## src/rtl/bdda_pkg.sv

```systemverilog
// Shared types, constants and calendar helpers for the business-day date advance block.
package bdda_pkg;

    // Field widths
    localparam int DAY_W    = 5;
    localparam int MONTH_W  = 4;
    localparam int YEAR_W   = 14;
    localparam int COUNT_W  = 10;
    localparam int WDAY_W   = 3;
    localparam int STAT_W   = 2;
    localparam int MASK_W   = 7;

    // Calendar limits
    localparam logic [YEAR_W-1:0]  YEAR_TOP   = 14'd9999;
    localparam logic [MASK_W-1:0]  MASK_ALL   = 7'h7F;
    localparam logic [MASK_W-1:0]  MASK_RESET = 7'd96;
    localparam logic [MONTH_W-1:0] MONTH_FEB  = 4'd2;
    localparam logic [MONTH_W-1:0] MONTH_DEC  = 4'd12;
    localparam logic [WDAY_W-1:0]  WDAY_SAT   = 3'd6;

    // Result status codes
    localparam logic [STAT_W-1:0] ST_OK       = 2'd0;
    localparam logic [STAT_W-1:0] ST_INVALID  = 2'd1;
    localparam logic [STAT_W-1:0] ST_OVERFLOW = 2'd2;

    // Reciprocal constants: x/25 = (x*5243)>>17 for x < 4096, s/7 = (s*18725)>>17 for s < 2^15
    localparam logic [12:0] RECIP_25 = 13'd5243;
    localparam logic [14:0] RECIP_7  = 15'd18725;
    localparam int          RECIP_SH = 17;

    // Controller to datapath commands
    typedef struct packed {
        logic              load;     // latch the input item
        logic              div;      // start year / 100 product
        logic              prep;     // finish year / 100, year mod 100
        logic              sum;      // weekday sum of the start date
        logic              chk;      // weekday mod 7, date check
        logic              step;     // move on by one day
        logic              capture;  // load the output register
        logic [STAT_W-1:0] st;       // status to capture
    } bdda_cmd_t;

    // Datapath to controller status
    typedef struct packed {
        logic date_ok;   // start date is a valid Gregorian date
        logic finish;    // current date is the answer
        logic at_top;    // a step would pass 31/12/9999
    } bdda_sts_t;

    // Length of month m; zero for a month outside 1..12
    function automatic logic [DAY_W-1:0] days_in(input logic [MONTH_W-1:0] m,
                                                 input logic leap);
        logic [DAY_W-1:0] len;
        unique case (m)
            4'd1, 4'd3, 4'd5, 4'd7, 4'd8, 4'd10, 4'd12: len = 5'd31;
            4'd4, 4'd6, 4'd9, 4'd11:                    len = 5'd30;
            4'd2:                                       len = leap ? 5'd29 : 5'd28;
            default:                                    len = 5'd0;
        endcase
        return len;
    endfunction

    // (31*mm)/12 with mm the March-based month number
    function automatic logic [DAY_W-1:0] month_offset(input logic [MONTH_W-1:0] m);
        logic [DAY_W-1:0] off;
        unique case (m)
            4'd1:    off = 5'd28;
            4'd2:    off = 5'd31;
            4'd3:    off = 5'd2;
            4'd4:    off = 5'd5;
            4'd5:    off = 5'd7;
            4'd6:    off = 5'd10;
            4'd7:    off = 5'd12;
            4'd8:    off = 5'd15;
            4'd9:    off = 5'd18;
            4'd10:   off = 5'd20;
            4'd11:   off = 5'd23;
            4'd12:   off = 5'd25;
            default: off = 5'd0;
        endcase
        return off;
    endfunction

endpackage

```

## src/rtl/bdda_if.sv

```systemverilog
// Valid/ready channel interfaces for the request, result and configuration ports.
interface bdda_req_if;
    import bdda_pkg::*;
    logic               valid;
    logic               ready;
    logic [DAY_W-1:0]   start_day;
    logic [MONTH_W-1:0] start_month;
    logic [YEAR_W-1:0]  start_year;
    logic [COUNT_W-1:0] business_days;
    modport source (output valid, start_day, start_month, start_year, business_days,
                    input ready);
    modport sink   (input valid, start_day, start_month, start_year, business_days,
                    output ready);
endinterface

interface bdda_rsp_if;
    import bdda_pkg::*;
    logic               valid;
    logic               ready;
    logic [DAY_W-1:0]   end_day;
    logic [MONTH_W-1:0] end_month;
    logic [YEAR_W-1:0]  end_year;
    logic [WDAY_W-1:0]  end_weekday;
    logic [STAT_W-1:0]  status;
    modport source (output valid, end_day, end_month, end_year, end_weekday, status,
                    input ready);
    modport sink   (input valid, end_day, end_month, end_year, end_weekday, status,
                    output ready);
endinterface

interface bdda_cfg_if;
    import bdda_pkg::*;
    logic              valid;
    logic              ready;
    logic [MASK_W-1:0] data;
    modport source (output valid, data, input ready);
    modport sink   (input valid, data, output ready);
endinterface

```

## src/rtl/business_day_date_advance.sv

```systemverilog
// Top level of the business-day date advance block.
// Each request is worked one at a time: the setup states DIV, PREP, SUM and CHK find
// the start date's validity, its weekday and its year's leap phase, then the day stepper
// moves one calendar day per cycle until the count of business days is reached (or
// 31/12/9999 would be passed, as overflow), and the done state loads the result register
// once it is free. The default weekend is Friday/Saturday. An invalid start date goes
// straight from the date check to the result register.
// A new request is taken while the previous result still waits in the result register.
// Weekend mask writes take effect at once; a write of all ones is dropped.
module business_day_date_advance (
    input  logic        clk,
    input  logic        rst_n,
    bdda_req_if.sink    req,
    bdda_rsp_if.source  rsp,
    bdda_cfg_if.sink    cfg
);
    import bdda_pkg::*;

    bdda_cmd_t cmd;
    bdda_sts_t sts;

    assign cfg.ready = 1'b1;

    // Sequencer
    bdda_ctrl u_ctrl (
        .clk       (clk),
        .rst_n     (rst_n),
        .req_valid (req.valid),
        .req_ready (req.ready),
        .rsp_valid (rsp.valid),
        .rsp_ready (rsp.ready),
        .sts       (sts),
        .cmd       (cmd)
    );

    // Calendar datapath
    bdda_dp u_dp (
        .clk           (clk),
        .rst_n         (rst_n),
        .cmd           (cmd),
        .sts           (sts),
        .start_day     (req.start_day),
        .start_month   (req.start_month),
        .start_year    (req.start_year),
        .business_days (req.business_days),
        .cfg_valid     (cfg.valid),
        .cfg_data      (cfg.data),
        .end_day       (rsp.end_day),
        .end_month     (rsp.end_month),
        .end_year      (rsp.end_year),
        .end_weekday   (rsp.end_weekday),
        .status        (rsp.status)
    );

`ifndef SYNTHESIS
    // A transfer in starts the sequence, so the request side closes next cycle
    a_busy_after_accept: assert property (@(posedge clk) disable iff (!rst_n)
        (req.valid && req.ready) |=> !req.ready)
        else $error("request accepted while busy");

    // Status code is always a defined one
    a_status_code: assert property (@(posedge clk) disable iff (!rst_n)
        rsp.valid |-> (rsp.status == ST_OK || rsp.status == ST_INVALID ||
                       rsp.status == ST_OVERFLOW))
        else $error("undefined status code");

    // Invalid start dates report weekday zero
    a_invalid_weekday: assert property (@(posedge clk) disable iff (!rst_n)
        (rsp.valid && rsp.status == ST_INVALID) |-> (rsp.end_weekday == 3'd0))
        else $error("invalid date with nonzero weekday");

    // Good results have a nonzero day, a month in 1..12 and a weekday in 0..6
    a_ok_date: assert property (@(posedge clk) disable iff (!rst_n)
        (rsp.valid && rsp.status == ST_OK) |->
            (rsp.end_day != 5'd0 && rsp.end_month != 4'd0 &&
             rsp.end_month <= MONTH_DEC && rsp.end_weekday <= WDAY_SAT))
        else $error("malformed result date");
`endif

endmodule

```

## src/rtl/bdda_ctrl.sv

```systemverilog
// Controller state machine: sequences date check, weekday setup and day stepping.
module bdda_ctrl (
    input  logic               clk,
    input  logic               rst_n,
    input  logic               req_valid,
    output logic               req_ready,
    output logic               rsp_valid,
    input  logic               rsp_ready,
    input  bdda_pkg::bdda_sts_t sts,
    output bdda_pkg::bdda_cmd_t cmd
);
    import bdda_pkg::*;

    localparam logic [2:0] S_IDLE = 3'd0;
    localparam logic [2:0] S_DIV  = 3'd1;
    localparam logic [2:0] S_PREP = 3'd2;
    localparam logic [2:0] S_SUM  = 3'd3;
    localparam logic [2:0] S_CHK  = 3'd4;
    localparam logic [2:0] S_RUN  = 3'd5;
    localparam logic [2:0] S_DONE = 3'd6;

    logic [2:0]        state_reg, state_next;
    logic [STAT_W-1:0] st_reg, st_next;
    logic              out_valid_reg, out_valid_next;

    assign req_ready = (state_reg == S_IDLE);
    assign rsp_valid = out_valid_reg;

    // Next state and commands
    always_comb
    begin
        state_next     = state_reg;
        st_next        = st_reg;
        out_valid_next = out_valid_reg;
        cmd            = '0;
        cmd.st         = st_reg;
        if (out_valid_reg && rsp_ready)
        begin
            out_valid_next = 1'b0;
        end
        unique case (state_reg)
            S_IDLE:
            begin
                if (req_valid)
                begin
                    cmd.load   = 1'b1;
                    state_next = S_DIV;
                end
            end
            S_DIV:
            begin
                cmd.div    = 1'b1;
                state_next = S_PREP;
            end
            S_PREP:
            begin
                cmd.prep   = 1'b1;
                state_next = S_SUM;
            end
            S_SUM:
            begin
                cmd.sum    = 1'b1;
                state_next = S_CHK;
            end
            S_CHK:
            begin
                cmd.chk = 1'b1;
                if (sts.date_ok)
                begin
                    st_next    = ST_OK;
                    state_next = S_RUN;
                end
                else
                begin
                    st_next    = ST_INVALID;
                    state_next = S_DONE;
                end
            end
            S_RUN:
            begin
                priority if (sts.finish)
                begin
                    st_next    = ST_OK;
                    state_next = S_DONE;
                end
                else if (sts.at_top)
                begin
                    st_next    = ST_OVERFLOW;
                    state_next = S_DONE;
                end
                else
                begin
                    cmd.step = 1'b1;
                end
            end
            S_DONE:
            begin
                if (!out_valid_reg || rsp_ready)
                begin
                    cmd.capture    = 1'b1;
                    out_valid_next = 1'b1;
                    state_next     = S_IDLE;
                end
            end
            default:
            begin
                state_next = S_IDLE;
            end
        endcase
    end

    // State registers
    always_ff @(posedge clk or negedge rst_n)
    begin
        if (!rst_n)
        begin
            state_reg     <= S_IDLE;
            st_reg        <= ST_OK;
            out_valid_reg <= 1'b0;
        end
        else
        begin
            state_reg     <= state_next;
            st_reg        <= st_next;
            out_valid_reg <= out_valid_next;
        end
    end

endmodule

```

## src/rtl/bdda_dp.sv

```systemverilog
// Datapath: date registers, weekday setup arithmetic, day stepper, mask and result registers.
module bdda_dp (
    input  logic                         clk,
    input  logic                         rst_n,
    input  bdda_pkg::bdda_cmd_t          cmd,
    output bdda_pkg::bdda_sts_t          sts,
    input  logic [bdda_pkg::DAY_W-1:0]   start_day,
    input  logic [bdda_pkg::MONTH_W-1:0] start_month,
    input  logic [bdda_pkg::YEAR_W-1:0]  start_year,
    input  logic [bdda_pkg::COUNT_W-1:0] business_days,
    input  logic                         cfg_valid,
    input  logic [bdda_pkg::MASK_W-1:0]  cfg_data,
    output logic [bdda_pkg::DAY_W-1:0]   end_day,
    output logic [bdda_pkg::MONTH_W-1:0] end_month,
    output logic [bdda_pkg::YEAR_W-1:0]  end_year,
    output logic [bdda_pkg::WDAY_W-1:0]  end_weekday,
    output logic [bdda_pkg::STAT_W-1:0]  status
);
    import bdda_pkg::*;

    logic [DAY_W-1:0]   d_reg;
    logic [MONTH_W-1:0] m_reg;
    logic [YEAR_W-1:0]  y_reg;
    logic [COUNT_W-1:0] cnt_reg;
    logic [24:0]        prod_reg;
    logic [7:0]         q_reg;      // year / 100
    logic [6:0]         c100_reg;   // year mod 100
    logic [1:0]         c4h_reg;    // (year / 100) mod 4
    logic [14:0]        sum_reg;
    logic [WDAY_W-1:0]  wd_reg;
    logic [MASK_W-1:0]  mask_reg;

    logic [DAY_W-1:0]   end_day_reg;
    logic [MONTH_W-1:0] end_month_reg;
    logic [YEAR_W-1:0]  end_year_reg;
    logic [WDAY_W-1:0]  end_weekday_reg;
    logic [STAT_W-1:0]  status_reg;

    logic               leap;
    logic [DAY_W-1:0]   dim;
    logic [7:0]         q_new;
    logic [YEAR_W-1:0]  rem100;
    logic               jan_feb;
    logic [YEAR_W-1:0]  yy;
    logic [7:0]         yq;
    logic [14:0]        sum_new;
    logic [29:0]        prod7;
    logic [12:0]        q7;
    logic [14:0]        r7;
    logic [7:0]         mask_ext;
    logic               off_day;
    logic               month_end;

    // Calendar of the current date
    assign leap = ((y_reg[1:0] == 2'd0) && (c100_reg != 7'd0)) ||
                  ((c100_reg == 7'd0) && (c4h_reg == 2'd0));
    assign dim  = days_in(m_reg, leap);

    // Year / 100 by reciprocal, and the remainder
    assign q_new  = prod_reg[RECIP_SH+7:RECIP_SH];
    assign rem100 = y_reg - YEAR_W'(q_new) * YEAR_W'(100);

    // Weekday sum on the March-based year
    assign jan_feb = (m_reg <= MONTH_FEB);
    assign yy      = y_reg - YEAR_W'(jan_feb);
    assign yq      = q_reg - 8'((jan_feb && (c100_reg == 7'd0)) ? 1 : 0);
    assign sum_new = 15'(d_reg) + 15'(yy) + 15'(yy >> 2) - 15'(yq) + 15'(yq >> 2)
                   + 15'(month_offset(m_reg));

    // Sum mod 7 by reciprocal
    assign prod7 = sum_reg * RECIP_7;
    assign q7    = prod7[RECIP_SH+12:RECIP_SH];
    assign r7    = sum_reg - 15'(q7) * 15'(7);

    // Day classification during stepping
    assign mask_ext  = {1'b0, mask_reg};
    assign off_day   = mask_ext[wd_reg];
    assign month_end = (d_reg >= dim);

    assign sts.date_ok = (y_reg >= 14'd1) && (y_reg <= YEAR_TOP) &&
                         (m_reg >= 4'd1) && (m_reg <= MONTH_DEC) &&
                         (d_reg >= 5'd1) && (d_reg <= dim);
    assign sts.finish  = !off_day && (cnt_reg <= 10'd1);
    assign sts.at_top  = month_end && (m_reg == MONTH_DEC) && (y_reg >= YEAR_TOP);

    // Working registers
    always_ff @(posedge clk)
    begin
        if (cmd.load)
        begin
            d_reg   <= start_day;
            m_reg   <= start_month;
            y_reg   <= start_year;
            cnt_reg <= business_days;
        end
        if (cmd.div)
        begin
            prod_reg <= 25'(y_reg >> 2) * 25'(RECIP_25);
        end
        if (cmd.prep)
        begin
            q_reg    <= q_new;
            c100_reg <= rem100[6:0];
            c4h_reg  <= q_new[1:0];
        end
        if (cmd.sum)
        begin
            sum_reg <= sum_new;
        end
        if (cmd.chk)
        begin
            wd_reg <= r7[WDAY_W-1:0];
        end
        // One calendar day forward
        if (cmd.step)
        begin
            if (!off_day && (cnt_reg != 10'd0))
            begin
                cnt_reg <= cnt_reg - 10'd1;
            end
            wd_reg <= (wd_reg == WDAY_SAT) ? 3'd0 : wd_reg + 3'd1;
            if (month_end)
            begin
                d_reg <= 5'd1;
                if (m_reg == MONTH_DEC)
                begin
                    m_reg <= 4'd1;
                    y_reg <= y_reg + 14'd1;
                    if (c100_reg == 7'd99)
                    begin
                        c100_reg <= 7'd0;
                        c4h_reg  <= c4h_reg + 2'd1;
                    end
                    else
                    begin
                        c100_reg <= c100_reg + 7'd1;
                    end
                end
                else
                begin
                    m_reg <= m_reg + 4'd1;
                end
            end
            else
            begin
                d_reg <= d_reg + 5'd1;
            end
        end
    end

    // Result register
    always_ff @(posedge clk)
    begin
        if (cmd.capture)
        begin
            end_day_reg     <= d_reg;
            end_month_reg   <= m_reg;
            end_year_reg    <= y_reg;
            end_weekday_reg <= (cmd.st == ST_INVALID) ? 3'd0 : wd_reg;
            status_reg      <= cmd.st;
        end
    end

    // Weekend mask; an all-ones write is dropped
    always_ff @(posedge clk or negedge rst_n)
    begin
        if (!rst_n)
        begin
            mask_reg <= MASK_RESET;
        end
        else if (cfg_valid && (cfg_data != MASK_ALL))
        begin
            mask_reg <= cfg_data;
        end
    end

    assign end_day     = end_day_reg;
    assign end_month   = end_month_reg;
    assign end_year    = end_year_reg;
    assign end_weekday = end_weekday_reg;
    assign status      = status_reg;

endmodule
```

## src/flat_wrapper.sv

```systemverilog
// flat-port wrapper written by rule: the top's interface ports become plain ports
module business_day_date_advance_flat import bdda_pkg::*;
  (clk, rst_n, req_valid, req_start_day, req_start_month, req_start_year, req_business_days, req_ready, rsp_valid, rsp_end_day, rsp_end_month, rsp_end_year, rsp_end_weekday, rsp_status, rsp_ready, cfg_valid, cfg_data, cfg_ready);
  bdda_req_if req_i ();
  bdda_rsp_if rsp_i ();
  bdda_cfg_if cfg_i ();
  input  logic clk;
  input  logic rst_n;
  input wire logic [$bits(req_i.valid)-1:0] req_valid;
  input wire logic [$bits(req_i.start_day)-1:0] req_start_day;
  input wire logic [$bits(req_i.start_month)-1:0] req_start_month;
  input wire logic [$bits(req_i.start_year)-1:0] req_start_year;
  input wire logic [$bits(req_i.business_days)-1:0] req_business_days;
  output wire logic [$bits(req_i.ready)-1:0] req_ready;
  output wire logic [$bits(rsp_i.valid)-1:0] rsp_valid;
  output wire logic [$bits(rsp_i.end_day)-1:0] rsp_end_day;
  output wire logic [$bits(rsp_i.end_month)-1:0] rsp_end_month;
  output wire logic [$bits(rsp_i.end_year)-1:0] rsp_end_year;
  output wire logic [$bits(rsp_i.end_weekday)-1:0] rsp_end_weekday;
  output wire logic [$bits(rsp_i.status)-1:0] rsp_status;
  input wire logic [$bits(rsp_i.ready)-1:0] rsp_ready;
  input wire logic [$bits(cfg_i.valid)-1:0] cfg_valid;
  input wire logic [$bits(cfg_i.data)-1:0] cfg_data;
  output wire logic [$bits(cfg_i.ready)-1:0] cfg_ready;
  assign req_i.valid = req_valid;
  assign req_i.start_day = req_start_day;
  assign req_i.start_month = req_start_month;
  assign req_i.start_year = req_start_year;
  assign req_i.business_days = req_business_days;
  assign req_ready = req_i.ready;
  assign rsp_valid = rsp_i.valid;
  assign rsp_end_day = rsp_i.end_day;
  assign rsp_end_month = rsp_i.end_month;
  assign rsp_end_year = rsp_i.end_year;
  assign rsp_end_weekday = rsp_i.end_weekday;
  assign rsp_status = rsp_i.status;
  assign rsp_i.ready = rsp_ready;
  assign cfg_i.valid = cfg_valid;
  assign cfg_i.data = cfg_data;
  assign cfg_ready = cfg_i.ready;
  business_day_date_advance u_core (.clk(clk), .rst_n(rst_n), .req(req_i), .rsp(rsp_i), .cfg(cfg_i));
endmodule
```

## config.mk

```make
export PLATFORM = sky130hd
export DESIGN_NAME = business_day_date_advance_flat
export DESIGN_NICKNAME = d
export VERILOG_FILES = /design/src/rtl/bdda_pkg.sv /design/src/rtl/bdda_if.sv /design/src/rtl/business_day_date_advance.sv /design/src/rtl/bdda_ctrl.sv /design/src/rtl/bdda_dp.sv /design/src/flat_wrapper.sv
export SDC_FILE = /design/constraint.sdc
export NUM_CORES = 1
export LEC_CHECK = 0
export BUFFER_PORTS_ARGS = -buffer_cell sky130_fd_sc_hd__buf_2
export CAP_MARGIN = 20
export CORE_ASPECT_RATIO = 1.1
export CORE_MARGIN = 3
export CORE_UTILIZATION = 63
export CTS_BUF_LIST = sky130_fd_sc_hd__clkbuf_4 sky130_fd_sc_hd__clkbuf_8 sky130_fd_sc_hd__clkbuf_16
export CTS_CLUSTER_SIZE = 30
export DETAILED_ROUTE_END_ITERATION = 8
export PLACE_DENSITY = 0.82
export SETUP_SLACK_MARGIN = 0.4
export SKIP_LAST_GASP = 1
export SLEW_MARGIN = 20
export SYNTH_ARGS = -nofsm -noshare
export SYNTH_HDL_FRONTEND = slang
export SYNTH_SLANG_ARGS = --single-unit
```

## constraint.sdc

```tcl
create_clock -name clk -period 8.9 [get_ports clk]
set_input_delay 1.78 -clock clk [delete_from_list [all_inputs] [get_ports clk]]
set_output_delay 1.78 -clock clk [all_outputs]
set_load 0.1 [all_outputs]
```

==> flow_summary.json <==
{
  "outcome": "completed",
  "synth_nets": 1599,
  "synth_mux_area_share_pct": 2.183,
  "grt_usage_pct": 26.51,
  "largest_register_ff_count": 15,
  "cts.clk_slew.worst_paths_ns": 0.06,
  "fin_skew_ns": 0.009454,
  "grt-ovfl-total": 0,
  "clkSinkCount": 122,
  "crit_required_ns": 9.15,
  "clk_latency_ns": 0.42,
  "drv_slew": 0,
  "ctsResizeCount": 0,
  "critPathMaxFanout": 5,
  "netlist_top_cells_count": "inv_1, ha_1, fa_1",
  "fin_crit_ns": 6.899,
  "dieArea_sq_mm": 0.02127,
  "rsz0062_at_grt": "false",
  "dpl.hpwl_um": 21980,
  "rows": 53,
  "cts_root_buf": "clkbuf_16",
  "slew_headroom_pct": 29.31,
  "drtIter0Drc": 610,
  "yosys.area.top_type": "ha_1",
  "core_area_sq_mm": 0.01916,
  "wl_per_cell_um": 17.61,
  "synth.most_common_cell": "inv_1",
  "synth_compound_area_share_pct": 10.13,
  "antenna_found_initial": 0,
  "ys_ff_latch": 122,
  "fmax_mhz": 145.0,
  "cts_setup_buffers": 0,
  "totalWireLength_um": 27520,
  "yosys.area_share.adder_pct": 39.66,
  "drt-vias-per-instance": 5.818,
  "io_pins": 76,
  "path_class": "reg2reg",
  "port_buffers": 74,
  "path_buf_inv": 3,
  "start_kind": "register",
  "synthCells": 1224,
  "drc": 0,
  "drive_above_1_share_pct": 10.87,
  "worst-slew-pin-transition_ns": 1.058,
  "setup_viol": 0,
  "initial_core_util_pct": 64.29,
  "htree_levels": 4,
  "grt_pass1_wl_um": 45660,
  "synth-xor-area-share_pct": 4.478,
  "ys_seq_area_share_pct": 25.81,
  "n_antenna_cell": 0,
  "hp-class": "reg2reg",
  "ant_nets": 0,
  "cts_buffers": 17,
  "synthFlopType": "edfxtp_1",
  "end_kind": "register",
  "num_vias": 9093,
  "area_delta_synth_final_pct": 10.01,
  "syn-mean-instance-area_sq_um": 10.07,
  "num-fill-cells": 1379,
  "cp_top_family": "adder cells",
  "die_h_um": 152.7,
  "cp.arrival_ns": 7.15,
  "place_congestion": 0.8800,
  "async_flop_share_pct": 10.66,
  "grt_pass1_vias": 9579,
  "synthTopCellsByArea": "ha_1, fa_1, edfxtp_1",
  "synth_top_family_by_area": "adder cells",
  "yosys_warnings": 0,
  "setup_tns_ns": 0,
  "synth-simple-area-share_pct": 9.657,
  "ctsHoldBuffers": 0,
  "yosysUniqueCellTypes": 68,
  "max_stage_delay_ns": 0.57,
  "path_common_cell": "ha_1",
  "mappedNetlistArea_sq_mm": 0.01232,
  "synth-edff-count": 67,
  "cap_violations": 0,
  "first_pass_iters": 5,
  "grt_max_degree": 27,
  "synth_top_area_share_pct": 23.25,
  "clockBufferDepth": 2,
  "cts_tree": "built",
  "finalCritPeriodShare_pct": 77.52,
  "die_w_um": 139.3,
  "hold_viol": 0,
  "nets": 1678,
  "cp_slowest_cell": "a2111oi_0"
}
==> cell families after synthesis <==
group / count (synthesis)
AOI/OAI and AO/OA: 196
muxes: 24
buffers and inverters: 260
adders and majority gates: 330
xor gates and xnor gates: 63
and+or+nand+nor: 228
DFF: 122
other: 1
==> cell type report <==
| class | instances | area [sq um] | share of cell area [%] |
|---|---|---|---|
| multi-input combinational | 842 | 8168 | 60.25 |
| sequential | 122 | 3181 | 23.46 |
| inverter | 242 | 908.4 | 6.701 |
| clock buffer | 20 | 483.0 | 3.563 |
| timing repair buffer | 78 | 407.9 | 3.009 |
| tap | 247 | 309.0 | 2.280 |
| clock inverter | 12 | 98.84 | 0.7292 |
==> placed cells by master, fill, tap and decap left out, types with 6 or more instances in the layout <==
| cell | n |
|---|---|
| inv_1 | 241 |
| ha_1 | 229 |
| fa_1 | 101 |
| buf_2 | 74 |
| edfxtp_1 | 67 |
| a21oi_1 | 62 |
| nand2_1 | 58 |
| xnor2_1 | 52 |
| o21ai_0 | 46 |
| nor2_1 | 46 |
| dfxtp_1 | 42 |
| nand3_1 | 24 |
| clkbuf_16 | 19 |
| nor3_1 | 18 |
| a21o_1 | 13 |
| mux2_2 | 13 |
| nand2b_1 | 12 |
| xor2_1 | 11 |
| dfrtp_1 | 11 |
| and3_1 | 10 |
| nand4_1 | 10 |
| mux2i_1 | 10 |
| and2_1 | 9 |
| or3_1 | 8 |
| o22ai_1 | 7 |
| o31ai_1 | 7 |
| nor2b_1 | 6 |
| a31oi_1 | 6 |
| o21a_1 | 6 |
| and4_1 | 6 |
| o21ai_1 | 6 |
| inv_6 | 6 |
==> layer usage <==
| layer | vias up | track usage [%] | part of all wire, % |
|---|---|---|---|
| met5 | - | 0 | 0 |
| li1 | 4305 | - | - |
| met3 | 95 | 4.080 | 4.9 |
| met2 | 293 | 45.51 | 50 |
| met1 | 4400 | 31.85 | 40 |
| met4 | 0 | 14.73 | 5.4 |
==> final timing paths <==
| check | start | endpoint | slack, ns | cells after the start |
|---|---|---|---|---|
| max | u_core.u_dp.sum_reg[8] | u_core.u_dp.wd_reg[2] | 2.00 | 25 |
| min | u_core.u_dp.prod_reg[22] | u_core.u_dp.q_reg[5] | 0.44 | 0 |
| max reg2reg | u_core.u_dp.sum_reg[8] | u_core.u_dp.wd_reg[2] | 2.00 | 25 |
| min reg2reg | u_core.u_dp.prod_reg[22] | u_core.u_dp.q_reg[5] | 0.44 | 0 |
| max in group asynchronous | rst_n | u_core.u_dp.mask_reg[5] | 7.39 | 1 |
| min in group asynchronous | rst_n | u_core.u_dp.mask_reg[4] | 1.23 | 1 |
==> stage by stage <==
stage	instance area (sq um)	hold WS, ns	cells	setup WS, ns	utilization (%)
3_5_place_dp	12950	0.4052	1530	2.070	67.56
6_report	13560	0.4395	1563	2.001	70.73
5_1_grt	13560	0.4313	1563	1.618	70.73
3_3_place_gp	12950	0.4007	1530	2.277	67.56
4_1_cts	13530	0.4309	1562	2.033	70.59
2_1_floorplan	12320	0.4003	1224	2.497	-
Power is left out: the tool's default activity adds up to more than one toggle a clock period on the data nets, which glitch-free logic cannot reach.
